`config.mk`:
```
export PLATFORM = sky130hd
export DESIGN_NAME = csp_ctrl
export DESIGN_NICKNAME = d
export VERILOG_FILES = /design/src/design/csp_pkg.sv /design/src/design/csp_ctrl.sv
export SDC_FILE = /design/constraint.sdc
export NUM_CORES = 1
export LEC_CHECK = 0
export BUFFER_PORTS_ARGS = -buffer_cell sky130_fd_sc_hd__clkbuf_2
export CAP_MARGIN = 15
export CORE_ASPECT_RATIO = 1.2
export CORE_UTILIZATION = 45
export CTS_BUF_LIST = sky130_fd_sc_hd__clkbuf_4
export CTS_CLUSTER_DIAMETER = 50
export DETAILED_ROUTE_END_ITERATION = 8
export GPL_TIMING_DRIVEN = 1
export PLACE_DENSITY = 0.69
export SYNTH_ARGS = -nofsm -noshare
export SYNTH_HDL_FRONTEND = slang
export SYNTH_SLANG_ARGS = --single-unit
```
`constraint.sdc`:
```
create_clock -name clk -period 4.05 [get_ports clk]
set_input_delay 0 -clock clk [delete_from_list [all_inputs] [get_ports clk]]
set_output_delay 0 -clock clk [all_outputs]
set_load 0.01 [all_outputs]
```
`src/design/csp_pkg.sv`:
```
package csp_pkg;

  // field widths
  localparam int COORD_W     = 16;
  localparam int TENS_W      = 10;
  localparam int GRAIN_W     = 5;
  localparam int MAX_SAMPLES = 31;
  localparam int CFG_IDX_W   = 2;
  localparam int CFG_DATA_W  = 10;

  // datapath widths
  localparam int K_W   = 12;              // signed matrix weight
  localparam int CF_W  = COORD_W + 14;    // segment coefficient
  localparam int NW    = COORD_W + 30;    // sample numerator
  localparam int MW    = NW - 8;          // numerator after the 256 scale
  localparam int GSQ_W = 10;
  localparam int GCU_W = 15;
  localparam int DC_W  = $clog2(MW + 1);

  // register indexes
  localparam logic [CFG_IDX_W-1:0] REG_TENSION = 2'd0;
  localparam logic [CFG_IDX_W-1:0] REG_POINTS  = 2'd1;

  localparam logic [TENS_W-1:0]  TENSION_RST = 10'd128;
  localparam logic [GRAIN_W-1:0] POINTS_RST  = 5'd8;

  typedef struct packed {
    logic signed [COORD_W-1:0] x_in;
    logic signed [COORD_W-1:0] y_in;
    logic                      first_point;
    logic                      last_point;
  } in_word_t;

  typedef struct packed {
    logic signed [COORD_W-1:0] x_out;
    logic signed [COORD_W-1:0] y_out;
    logic                      last_of_run;
    logic                      curve_end;
  } out_word_t;

  typedef enum logic [3:0] {
    ST_IDLE, ST_DECIDE, ST_COEF, ST_HORN, ST_DIV_INIT, ST_DIV_LOAD,
    ST_DIV_WAIT, ST_EMIT, ST_AFTER, ST_POINT
  } state_t;

  // one multiply-accumulate term of the cardinal matrix
  typedef enum logic [3:0] {
    TERM_A0, TERM_A1, TERM_A2, TERM_A3,
    TERM_B0, TERM_B1, TERM_B2, TERM_B3,
    TERM_C0, TERM_C2
  } term_t;

  typedef struct packed {
    logic               load_cur;
    logic               fill;
    logic               shift;
    logic               dup;
    logic               mac_en;
    term_t              term;
    logic               horn_en;
    logic [1:0]         horn_step;
    logic [GRAIN_W-1:0] j;
    logic               div_init;
    logic               div_load;
  } lane_cmd_t;

  typedef struct packed {
    logic busy;
  } lane_stat_t;

  typedef struct packed {
    logic emit;
    logic point;
    logic last_of_run;
    logic curve_end;
  } emit_t;

endpackage

```
`src/design/csp_ctrl.sv`:
```
module csp_ctrl (
  input  logic                        clk,
  input  logic                        rst,
  input  logic                        in_valid,
  input  logic                        first_point,
  input  logic                        last_point,
  input  logic                        out_free,
  input  logic [csp_pkg::GRAIN_W-1:0] grain,
  input  csp_pkg::lane_stat_t         stat,
  output logic                        in_ready,
  output csp_pkg::lane_cmd_t          cmd,
  output csp_pkg::emit_t              emit
);

  csp_pkg::state_t state, state_next;
  logic [1:0] seen, seen_next;
  logic first_f, last_f, dup, dup_next;
  csp_pkg::term_t term, term_next;
  logic [1:0] horn, horn_next;
  logic [csp_pkg::GRAIN_W-1:0] j, j_next;
  logic seg_end;

  assign seg_end = (j == grain - 1'b1);

  always_ff @(posedge clk) begin
    if (rst) begin
      state <= csp_pkg::ST_IDLE;
      seen  <= 2'd0;
      dup   <= 1'b0;
      term  <= csp_pkg::TERM_A0;
      horn  <= 2'd0;
      j     <= '0;
    end else begin
      state <= state_next;
      seen  <= seen_next;
      dup   <= dup_next;
      term  <= term_next;
      horn  <= horn_next;
      j     <= j_next;
    end
  end

  // flags of the word in work
  always_ff @(posedge clk) begin
    if (in_valid && in_ready) begin
      first_f <= first_point;
      last_f  <= last_point;
    end
  end

  // sequencing
  always_comb begin
    state_next = state;
    seen_next  = seen;
    dup_next   = dup;
    term_next  = term;
    horn_next  = horn;
    j_next     = j;
    in_ready   = 1'b0;
    cmd        = '0;
    cmd.term   = term;
    cmd.horn_step = horn;
    cmd.j      = j;
    cmd.dup    = dup;
    emit       = '0;
    case (state)
      csp_pkg::ST_IDLE: begin
        in_ready     = 1'b1;
        cmd.load_cur = in_valid;
        if (in_valid) state_next = csp_pkg::ST_DECIDE;
      end
      csp_pkg::ST_DECIDE: begin
        term_next = csp_pkg::TERM_A0;
        if (first_f || seen == 2'd0) begin
          cmd.fill   = 1'b1;
          seen_next  = 2'd1;
          state_next = last_f ? csp_pkg::ST_POINT : csp_pkg::ST_IDLE;
        end else if (seen == 2'd1) begin
          cmd.shift  = 1'b1;
          seen_next  = 2'd2;
          dup_next   = 1'b1;
          state_next = last_f ? csp_pkg::ST_COEF : csp_pkg::ST_IDLE;
        end else begin
          seen_next  = 2'd3;
          dup_next   = 1'b0;
          state_next = csp_pkg::ST_COEF;
        end
      end
      csp_pkg::ST_COEF: begin
        cmd.mac_en = 1'b1;
        if (term == csp_pkg::TERM_C2) begin
          horn_next  = 2'd0;
          j_next     = '0;
          state_next = csp_pkg::ST_HORN;
        end else begin
          term_next = csp_pkg::term_t'(term + 1'b1);
        end
      end
      csp_pkg::ST_HORN: begin
        cmd.horn_en = 1'b1;
        horn_next   = horn + 1'b1;
        if (horn == 2'd3) state_next = csp_pkg::ST_DIV_INIT;
      end
      csp_pkg::ST_DIV_INIT: begin
        cmd.div_init = 1'b1;
        state_next   = csp_pkg::ST_DIV_LOAD;
      end
      csp_pkg::ST_DIV_LOAD: begin
        cmd.div_load = 1'b1;
        state_next   = csp_pkg::ST_DIV_WAIT;
      end
      csp_pkg::ST_DIV_WAIT: begin
        if (!stat.busy) state_next = csp_pkg::ST_EMIT;
      end
      csp_pkg::ST_EMIT: begin
        if (out_free) begin
          emit.emit        = 1'b1;
          emit.last_of_run = seg_end && !last_f;
          horn_next        = 2'd0;
          if (seg_end) begin
            state_next = csp_pkg::ST_AFTER;
          end else begin
            j_next     = j + 1'b1;
            state_next = csp_pkg::ST_HORN;
          end
        end
      end
      csp_pkg::ST_AFTER: begin
        term_next = csp_pkg::TERM_A0;
        if (dup) begin
          state_next = csp_pkg::ST_POINT;
        end else begin
          cmd.shift = 1'b1;
          if (last_f) begin
            dup_next   = 1'b1;
            state_next = csp_pkg::ST_COEF;
          end else begin
            state_next = csp_pkg::ST_IDLE;
          end
        end
      end
      csp_pkg::ST_POINT: begin
        if (out_free) begin
          emit.emit        = 1'b1;
          emit.point       = 1'b1;
          emit.last_of_run = 1'b1;
          emit.curve_end   = 1'b1;
          seen_next        = 2'd0;
          state_next       = csp_pkg::ST_IDLE;
        end
      end
      default: state_next = csp_pkg::ST_IDLE;
    endcase
  end

endmodule

```
==> qor.yml <==
power:
  ir_worst_vdd_v: 0.000250
  p_per_area_nw_per_um2: 393
  p_leak_nw: 0.673
  p_total_uw: 650
timing:
  rsz0062_at_grt: "no"
  maxSlewViolCount: 0
  slew-limit-headroom_pct: 61.2
  max_freq_mhz: 424
  finalCritPeriodShare_pct: 58.2
  hold_viol_final: 0
  skew_ns: 0.0103
  fin_crit_ns: 2.36
  setup_violations: 0
  tns_ns: 0
  max_slew.worst_pin.slew_ns: 0.582
synth:
  synthCells: 176
  synthFlopType: "dfxtp_1"
  synth_top_area_share_pct: 25.1
  ys_seq_area_share_pct: 29.3
  synth-seq-cells: 20
  synth-edff-count: 2
  ys_types: 57
  syn_nets: 193
  async_reset_ff_share_pct: 0
  yosysWarnings: 0
  synth_area_per_cell_sq_um: 8.15
  syn_area_sq_um: 1440
  synth_top_cell_by_area: "dfxtp_1"
  synthTopCellsByCount: "nor2_1 (22), dfxtp_1 (18), nand2_1 (11)"
  synth_most_common_cell: "nor2_1"
  ys_top_cells_by_area: "dfxtp_1 (25%), nor2_1 (5.8%), ha_1 (4.4%), edfxtp_1 (4.2%), nand2_1 (2.9%)"
global_route:
  grt_pass1_vias: 1319
  grt_pass1_wl_microns: 5700
  grt_max_degree: 21
  grt_use_total_pct: 22.4
  antenna_found_initial: 0
  grt-ovfl-total: 0
routing:
  dr_total_vias: 1436
  via_per_inst: 5.91
  drt_wl_total_microns: 3390
  wl_per_cell_microns: 13.9
  first_pass_iters: 4
  ant_nets: 0
  drc: 0
  drtIter0Drc: 44
placed_design:
  place.gp.congestion: 0.841
  dp_hpwl_microns: 2560
  numPortBuffers: 35
final_layout:
  diodes: 0
  fin_nets: 225
  regArea_sq_um: 420
  fillers: 311
  drive_gt1_share_pct: 26.1
  area.growth.synth_to_final_pct: 15.2
  multiInputGateArea_sq_um: 926
setup_path:
  crit_required_ns: 4.05
  endpoint_kind: "output pin"
  rr_worst_depth: 5
  rr_endpoint: "state[0]"
  path_class: "flop to output pin"
  cp_max_fo: 10
  reg2reg_slack_ns: 2.07
  critPathLaunchType: "flop"
  arrival_ns: 2.36
  reg2reg_from: "state[3]"
cts:
  cts_resized: 0
  cts_buffer_depth: 2
  clock_latency_ns: 0.32
  clock-sinks: 20
  cts_tree: "yes"
  cts_root_buf: "clkbuf_4"
  clk_pin_slew_ns: 0.12
  cts_htree_levels: 1
  cts_setup_buffers: 0
  numCtsBuffers: 3
floorplanning:
  die_h_microns: 63.9
  die_area_sq_um: 3420
  start_util_pct: 47.0
  die_x_microns: 53.6
  num_rows: 22
  core_area_sq_um: 3060
  ios: 36
run:
  max_cap_viol_count: 0
min_path:
  hold_depth: 3
  whs_endpoint: "j[1]"
  hold_class: "input port to flop"
  min_from: "out_free"
status:
  status: "finished, final reports clean"
## per-stage QoR
stage / util (%) / hold slack (ns) / cells / instance area [sq um] / setup slack, ns
3_3_place_gp: 52.3 / 0.178 / 236 / 1600 / 2.11
6_report: 54.1 / 0.0743 / 243 / 1650 / 1.69
2_1_floorplan: - / 0.0989 / 176 / 1440 / 2.31
3_5_place_dp: 52.3 / 0.180 / 236 / 1600 / 2.05
5_1_grt: 54.1 / 0.108 / 243 / 1650 / 1.55
4_1_cts: 54.1 / 0.0747 / 243 / 1650 / 1.69
## sequential cells by signal (all words and copies together) (netlist names)
name / cells
j: 5
horn: 2
dup: 1
last_f: 1
term: 4
state: 4
first_f: 1
seen: 2
## worst max path at each step
stage,start,to,depth (start not counted)
CTS,j[4],emit[1],6
global route,j[2],emit[1],6
detailed placement,j[4],emit[1],6
finish,j[2],emit[1],6
floorplan,term[0],state[0],6
global placement,j[4],emit[1],6
## layer usage
layer,global-route usage [%],wire length (microns),up-vias
li1,-,-,698
met1,25.8,1370,678
met2,38.8,1830,53
met3,3.10,133,7
met4,10.9,59,0
met5,0,0,-
## timing repair
| item | CTS | global route |
|---|---|---|
| hold buffers | 3 | 0 |
| endpoints found under the hold margin | 5 | 0 |
| endpoints found under the setup margin | 0 | 0 |
## worst max-delay path: stages, from the launching register on
cell,delay [ns]
dfxtp_1,0.49
nor2b_1,0.12
or3_4,0.36
a311oi_4,0.51
nand2_2,0.14
o31ai_2,0.24
clkbuf_2,0.17
## report_power, final
part / switching, mW / leakage [nW] / internal [mW] / total [mW]
clock network: 0.0665 / 0.0154 / 0.0361 / 0.103
registers: 0.0606 / 0.165 / 0.231 / 0.292
logic: 0.140 / 0.493 / 0.115 / 0.255
## logic make-up after synthesis
logic type	Yosys count	share of synthesized area (%)
xor+xnor	8	4.88
simple gates	79	31.5
buf+inv	19	6.19
mux	1	0.697
fa+ha+maj	5	4.36
compound gates	44	23.1
flops	20	29.3
## cell type report
| cell class | count | area share (%) |
|---|---|---|
| Sequential cell | 20 | 25.4 |
| Clock inverter | 1 | 0.227 |
| Clock buffer | 3 | 1.36 |
| Timing Repair Buffer | 38 | 12.4 |
| Inverter | 8 | 1.82 |
| Multi-Input combinational cell | 137 | 56.0 |
| Tap cell | 36 | 2.73 |
## cells in the final DEF, fill, tap and decap left out, types with 3 or more instances in the layout
cell type and count:
dfxtp_1 18, nand2_1 11, a31oi_1 3, clkbuf_4 3, a21oi_1 7, nand2b_1 4, ha_1 5, nor2_1 22
nand3_1 4, xor2_1 4, nor2b_1 5, clkbuf_2 35, inv_1 8, nor3_1 4, a21boi_1 5, dlygate4sd3_1 3
xnor2_1 4, nand4_1 4, o21ai_0 8
Power figures use the tool's default switching activity.
