`src/design/csp_pkg.sv`:
```
package csp_pkg;

  // field widths
  localparam int COORD_W     = 16;
  localparam int TENS_W      = 10;
  localparam int GRAIN_W     = 5;
  localparam int MAX_SAMPLES = 31;
  localparam int CFG_IDX_W   = 2;
  localparam int CFG_DATA_W  = 10;

  // datapath widths
  localparam int K_W   = 12;              // signed matrix weight
  localparam int CF_W  = COORD_W + 14;    // segment coefficient
  localparam int NW    = COORD_W + 30;    // sample numerator
  localparam int MW    = NW - 8;          // numerator after the 256 scale
  localparam int GSQ_W = 10;
  localparam int GCU_W = 15;
  localparam int DC_W  = $clog2(MW + 1);

  // register indexes
  localparam logic [CFG_IDX_W-1:0] REG_TENSION = 2'd0;
  localparam logic [CFG_IDX_W-1:0] REG_POINTS  = 2'd1;

  localparam logic [TENS_W-1:0]  TENSION_RST = 10'd128;
  localparam logic [GRAIN_W-1:0] POINTS_RST  = 5'd8;

  typedef struct packed {
    logic signed [COORD_W-1:0] x_in;
    logic signed [COORD_W-1:0] y_in;
    logic                      first_point;
    logic                      last_point;
  } in_word_t;

  typedef struct packed {
    logic signed [COORD_W-1:0] x_out;
    logic signed [COORD_W-1:0] y_out;
    logic                      last_of_run;
    logic                      curve_end;
  } out_word_t;

  typedef enum logic [3:0] {
    ST_IDLE, ST_DECIDE, ST_COEF, ST_HORN, ST_DIV_INIT, ST_DIV_LOAD,
    ST_DIV_WAIT, ST_EMIT, ST_AFTER, ST_POINT
  } state_t;

  // one multiply-accumulate term of the cardinal matrix
  typedef enum logic [3:0] {
    TERM_A0, TERM_A1, TERM_A2, TERM_A3,
    TERM_B0, TERM_B1, TERM_B2, TERM_B3,
    TERM_C0, TERM_C2
  } term_t;

  typedef struct packed {
    logic               load_cur;
    logic               fill;
    logic               shift;
    logic               dup;
    logic               mac_en;
    term_t              term;
    logic               horn_en;
    logic [1:0]         horn_step;
    logic [GRAIN_W-1:0] j;
    logic               div_init;
    logic               div_load;
  } lane_cmd_t;

  typedef struct packed {
    logic busy;
  } lane_stat_t;

  typedef struct packed {
    logic emit;
    logic point;
    logic last_of_run;
    logic curve_end;
  } emit_t;

endpackage

```
`src/design/csp_lane.sv`:
```
module csp_lane (
  input  logic                               clk,
  input  logic                               rst,
  input  csp_pkg::lane_cmd_t                 cmd,
  input  logic signed [csp_pkg::COORD_W-1:0] coord,
  input  logic [csp_pkg::TENS_W-1:0]         tension,
  input  logic [csp_pkg::GRAIN_W-1:0]        grain,
  output csp_pkg::lane_stat_t                stat,
  output logic signed [csp_pkg::COORD_W-1:0] res,
  output logic signed [csp_pkg::COORD_W-1:0] pt
);

  localparam int CW = csp_pkg::COORD_W;
  localparam int CF = csp_pkg::CF_W;
  localparam int NW = csp_pkg::NW;
  localparam int MW = csp_pkg::MW;
  localparam int KW = csp_pkg::K_W;

  logic signed [CW-1:0] p0, p1, p2, cur;
  logic signed [CF-1:0] ca, cb, cc;
  logic [csp_pkg::GSQ_W-1:0] gsq;
  logic [csp_pkg::GCU_W-1:0] gcu;
  logic signed [NW-1:0] acc;
  logic signed [MW-1:0] msig;
  logic                 neg;
  logic [MW-1:0]        q;
  logic [csp_pkg::GCU_W-1:0] rem;
  logic [csp_pkg::DC_W-1:0]  cnt;
  logic                 busy;

  logic signed [CW-1:0] p3, psel;
  logic signed [KW-1:0] k, t12;
  logic signed [CF-1:0] prod;
  logic signed [NW-1:0] coef_sel, aj, cg, biased;
  logic [csp_pkg::GCU_W-1:0] gpow;
  logic [MW-1:0]        mag;
  logic [csp_pkg::GCU_W:0] trial;
  logic                 qbit;
  logic signed [CW-1:0] sat;

  assign p3   = cmd.dup ? p2 : cur;
  assign pt   = p2;
  assign stat.busy = busy;

  // matrix weight and knot for the current term
  always_comb begin
    t12  = $signed({{(KW-csp_pkg::TENS_W){1'b0}}, tension});
    k    = t12;
    psel = p0;
    case (cmd.term)
      csp_pkg::TERM_A0: begin k = -t12;                psel = p0; end
      csp_pkg::TERM_A1: begin k = 12'sd512 - t12;      psel = p1; end
      csp_pkg::TERM_A2: begin k = t12 - 12'sd512;      psel = p2; end
      csp_pkg::TERM_A3: begin k = t12;                 psel = p3; end
      csp_pkg::TERM_B0: begin k = t12 <<< 1;           psel = p0; end
      csp_pkg::TERM_B1: begin k = t12 - 12'sd768;      psel = p1; end
      csp_pkg::TERM_B2: begin k = 12'sd768 - (t12 <<< 1); psel = p2; end
      csp_pkg::TERM_B3: begin k = -t12;                psel = p3; end
      csp_pkg::TERM_C0: begin k = -t12;                psel = p0; end
      csp_pkg::TERM_C2: begin k = t12;                 psel = p2; end
      default:          begin k = t12;                 psel = p0; end
    endcase
    prod = $signed({{(CF-KW){k[KW-1]}}, k}) * $signed({{(CF-CW){psel[CW-1]}}, psel});
  end

  // horner step operands
  always_comb begin
    case (cmd.horn_step)
      2'd1: begin
        coef_sel = {{(NW-CF){cb[CF-1]}}, cb};
        gpow     = {{(csp_pkg::GCU_W-csp_pkg::GRAIN_W){1'b0}}, grain};
      end
      2'd2: begin
        coef_sel = {{(NW-CF){cc[CF-1]}}, cc};
        gpow     = {{(csp_pkg::GCU_W-csp_pkg::GSQ_W){1'b0}}, gsq};
      end
      default: begin
        coef_sel = {{(NW-CW-8){p1[CW-1]}}, p1, 8'd0};
        gpow     = gcu;
      end
    endcase
    aj     = acc * $signed({1'b0, cmd.j});
    cg     = coef_sel * $signed({1'b0, gpow});
    biased = acc + $signed({{(NW-csp_pkg::GCU_W-7){1'b0}}, gcu, 7'd0});
  end

  // divider step and final saturated result
  always_comb begin
    mag   = msig[MW-1] ? (~msig + MW'(gcu)) : msig;
    trial = {rem, q[MW-1]};
    qbit  = (trial >= {1'b0, gcu});
    if (neg) begin
      if (q > MW'(2 ** (CW - 1))) sat = {1'b1, {(CW-1){1'b0}}};
      else                         sat = -$signed(q[CW-1:0]);
    end else begin
      if (q > MW'(2 ** (CW - 1) - 1)) sat = {1'b0, {(CW-1){1'b1}}};
      else                             sat = $signed(q[CW-1:0]);
    end
  end

  // knot window
  always_ff @(posedge clk) begin
    if (cmd.load_cur) cur <= coord;
    if (cmd.fill) begin
      p0 <= cur;
      p1 <= cur;
      p2 <= cur;
    end else if (cmd.shift) begin
      p0 <= p1;
      p1 <= p2;
      p2 <= cur;
    end
  end

  // coefficients and powers of the grain
  always_ff @(posedge clk) begin
    if (cmd.mac_en) begin
      case (cmd.term)
        csp_pkg::TERM_A0: ca <= prod;
        csp_pkg::TERM_A1, csp_pkg::TERM_A2, csp_pkg::TERM_A3: ca <= ca + prod;
        csp_pkg::TERM_B0: cb <= prod;
        csp_pkg::TERM_B1, csp_pkg::TERM_B2, csp_pkg::TERM_B3: cb <= cb + prod;
        csp_pkg::TERM_C0: cc <= prod;
        csp_pkg::TERM_C2: cc <= cc + prod;
        default: ;
      endcase
      if (cmd.term == csp_pkg::TERM_A0)
        gsq <= csp_pkg::GSQ_W'(grain) * csp_pkg::GSQ_W'(grain);
      if (cmd.term == csp_pkg::TERM_A1)
        gcu <= csp_pkg::GCU_W'(gsq) * csp_pkg::GCU_W'(grain);
    end
  end

  // horner numerator
  always_ff @(posedge clk) begin
    if (cmd.horn_en) begin
      if (cmd.horn_step == 2'd0) acc <= {{(NW-CF){ca[CF-1]}}, ca};
      else                       acc <= aj + cg;
    end
    if (cmd.div_init) msig <= biased[NW-1:8];
  end

  // floor division by the cube of the grain, one quotient bit a cycle
  always_ff @(posedge clk) begin
    if (rst) begin
      busy <= 1'b0;
      cnt  <= '0;
    end else if (cmd.div_load) begin
      busy <= 1'b1;
      cnt  <= csp_pkg::DC_W'(MW);
    end else if (busy) begin
      if (cnt != '0) cnt <= cnt - 1'b1;
      else           busy <= 1'b0;
    end
  end

  always_ff @(posedge clk) begin
    if (cmd.div_load) begin
      neg <= msig[MW-1];
      q   <= mag;
      rem <= '0;
    end else if (busy) begin
      if (cnt != '0) begin
        q   <= {q[MW-2:0], qbit};
        rem <= qbit ? csp_pkg::GCU_W'(trial - {1'b0, gcu}) : trial[csp_pkg::GCU_W-1:0];
      end else begin
        res <= sat;
      end
    end
  end

endmodule

```
`config.mk`:
```
export PLATFORM = sky130hd
export DESIGN_NAME = csp_lane
export DESIGN_NICKNAME = d
export VERILOG_FILES = /design/src/design/csp_pkg.sv /design/src/design/csp_lane.sv
export SDC_FILE = /design/constraint.sdc
export NUM_CORES = 2
export LEC_CHECK = 0
export BUFFER_PORTS_ARGS = -buffer_cell sky130_fd_sc_hd__buf_4
export CAP_MARGIN = 40
export CELL_PAD_IN_SITES_DETAIL_PLACEMENT = 0
export CELL_PAD_IN_SITES_GLOBAL_PLACEMENT = 1
export CORE_MARGIN = 2
export CORE_UTILIZATION = 51
export DETAILED_ROUTE_END_ITERATION = 10
export GPL_TIMING_DRIVEN = 0
export MAX_ROUTING_LAYER = met4
export PLACE_DENSITY_LB_ADDON = 0.12
export SLEW_MARGIN = 20
export SYNTH_ARGS = -nofsm -noshare
export SYNTH_HDL_FRONTEND = slang
export SYNTH_SLANG_ARGS = --single-unit
```
`constraint.sdc`:
```
create_clock -name clk -period 12.05 [get_ports clk]
set_clock_uncertainty 0.2 [all_clocks]
set_input_delay 0.6025 -clock clk [delete_from_list [all_inputs] [get_ports clk]]
set_output_delay 0.6025 -clock clk [all_outputs]
set_load 0.01 [all_outputs]
```
==> flow_summary.toml <==
[worst_hold_path]
whs_endpoint = "cur[11]"
hold_class = "in -> reg"
hold_path.startpoint = "cmd[18]"
min_path_cells = 1

[setup_path]
crit_arrival_ps = 11530
worst_r2r_endpoint = "ca[29]"
startpoint_type = "input port"
critPathSlowestCell = "a222oi_1"
cp-end-kind = "flop"
r2r_cells = 29
worst-setup-path-type = "in -> reg"
cp_common_cell = "fa_1"
cp.required_ps = 12210
crit_buf_inv = 8
rrSetupSlack_ps = 1920
crit_family = "compound AO/OA/AOI/OAI gates"
cp_slowest_stage_delay_ps = 900
r2r-start = "pt[12]"
crit_fanout = 10

[placed_design]
portBuffers = 76
placed_area_um2 = 55390
dp_hpwl_mm = 138.1
place.gp.congestion = 0.9758

[timing]
hold_viol_final = 0
hold_slack_ps = 119.5
fmax_ghz = 0.08793
worst_pin_slew_ps = 1244
fin_crit_sh_pct = 94.38
drv_slew = 0
fin_tns_setup_ps = 0
rsz0062_at_grt = "no"
setup_viol = 0
period_minus_slack_ps = 11370
slew_headroom_pct = 17.06

[clock_network]
clock-sinks = 339
numCtsBuffers = 47
clockRootBuffer = "clkbuf_16"
cts_max_level = 2
path_clk_slew_ps = 60
clock_latency_ps = 660
clockBufferDepth = 3
cts_tree = "yes"
cts_resized = 0

[logic_synthesis]
async_flop_share_pct = 0
yosysWarnings = 0
synth_edf_count = 317
synthFlopType = "edfxtp_1"
synthCells = 5640
synth_cell_type_count = 84
seq_area_frac_synth_pct = 19.07
syn_area_per_cell_um2 = 9.260
syn-cell-area_um2 = 52230
ys_ff_latch = 339

[global_routing]
overflow = 0
grt_pass1_wl_mm = 254.3
grt_max_degree = 47
gr-usage-all-layers_pct = 33.34
antenna_found_initial = 6
grt_pass1_vias = 42520

[run]
maxCapViolCount = 0

[final_layout]
fillCellCount = 9376
multi_input_area_um2 = 37960
fin_area_um2 = 57320
area_growth_pct = 9.760
seqCellArea_um2 = 9960
drive_above_1_share_pct = 4.950
nNetsFinal = 7203

[routing]
vias_per_cell = 5.625
dr.pass1.iters = 6
avgRoutedWirePerCell_um = 22.41
ant_nets = 0
drc = 0
num_vias = 41110
totalWireLength_mm = 163.8
drt-initial-drc-count = 3601

[floorplan]
row_count = 117
start_util_pct = 51.33
die_area_um2 = 105000
core_um2 = 101700
io_pins = 85
fp.dieH_um = 324.0
die_x_um = 324.0

[outcome]
run_status = "complete, no violations"
-- synth_stat cells, drive strengths merged (18+ instances only) --
master,n,share of area [%]
a211oi,18,0.27
and2,118,1.4
mux2i,36,0.69
dfxtp,22,0.84
a21oi,259,2.5
a21o,58,0.83
clkbuf,178,1.3
nor2,259,1.9
edfxtp,317,18
o21bai,29,0.42
ha,402,9.6
o31ai,29,0.42
nand2,843,6.1
fa,846,32
o21ai,256,2.5
nand3,61,0.58
a221oi,23,0.39
inv,1013,7.3
or3,34,0.46
o21a,29,0.42
a31oi,22,0.26
xor2,111,1.9
nand2b,41,0.49
xnor2,149,2.5
nor2b,59,0.71
and3,29,0.35
nor3,132,1.3
-- cells by family (layout without fill, tap and decap cells) --
kind of cell	Yosys count	after routing	synth area share, %
DFF	339	339	19.07
buffers and inverters	1207	1466	8.687
and+or+nand+nor	1650	1650	14.21
adders and majority gates	1248	1248	42.06
AOI/OAI and AO/OA	884	884	10.59
other	2	44	0.01438
muxes	50	50	0.9919
xor gates and xnor gates	260	260	4.375
-- timing repair --
action | in CTS | in global routing
setup buffers | 0 | 1
hold endpoints to repair | 25 | 0
hold buffers | 19 | 0
setup endpoints to repair | 0 | 1
-- through the flow --
step / worst slack [ps] / instances / util, %
after floorplan: 2708 / 5680 / -
after global placement: -227.3 / 7124 / 53.72
after detailed placement: -59.57 / 7193 / 54.45
after CTS: 590.1 / 7297 / 56.24
after global routing: 80.79 / 7307 / 56.34
final: 677.0 / 7309 / 56.34
-- how the worst max path moves through the flow --
| stage | startpoint | to | cells after the start |
|---|---|---|---|
| floorplan | tension[2] | ca[29] | 35 |
| global placement | cmd[7] | acc[38] | 33 |
| detailed placement | cmd[13] | ca[29] | 37 |
| CTS | cmd[13] | ca[29] | 37 |
| global route | cmd[13] | ca[29] | 37 |
| finish | cmd[13] | ca[29] | 37 |
-- flip-flops by register name, summed over array words and instances, names as in the netlist, 9 cells and up --
name and cells:
res 16, cur 16, rem 15, p1 16, cc 30, gcu 15
q 38, pt 16, gsq 9, msig 38, ca 30, cb 30
p0 16, acc 46
-- cell type report --
type	count	share of cell area [%]
Multi-Input combinational cell	4134	66.23
Sequential cell	339	17.37
Inverter	1013	6.633
Tap cell	1368	2.986
Timing Repair Buffer	174	2.628
Clock buffer	54	2.135
Buffer	194	1.283
Clock inverter	31	0.7247
Antenna cell	2	0.008731
-- metal layers --
| layer | part of all wire [%] | GRT usage, % |
|---|---|---|
| met1 | 42 | 44.71 |
| met4 | 3.6 | 10.13 |
| met5 | 0 | - |
| met3 | 7.6 | 5.007 |
| met2 | 46 | 52.49 |
-- cell usage in the layout, fill, tap and decap left out, types with 11 or more instances in the layout --
master and count:
a211oi_1 17, a21o_1 58, a21oi_1 258, a221oi_1 21
a222oi_1 16, a22o_1 12, a31oi_1 22, and2_1 116
and3_1 28, buf_1 11, buf_4 116, buf_6 20
clkbuf_1 183, clkbuf_16 48, conb_1 42, dfxtp_1 22
dlygate4sd3_1 19, edfxtp_1 317, fa_1 846, ha_1 402
inv_1 1009, mux2i_1 36, nand2_1 843, nand2b_1 41
nand3_1 61, nand4_1 15, nor2_1 257, nor2b_1 59
nor3_1 129, nor4_1 11, o211ai_1 15, o21a_1 29
o21ai_0 188, o21ai_1 65, o21bai_1 29, o31ai_1 29
or3_1 29, xnor2_1 148, xor2_1 110
Power is not shown: default switching activity piles up to over one toggle a cycle in this logic, so the estimate is an artifact.
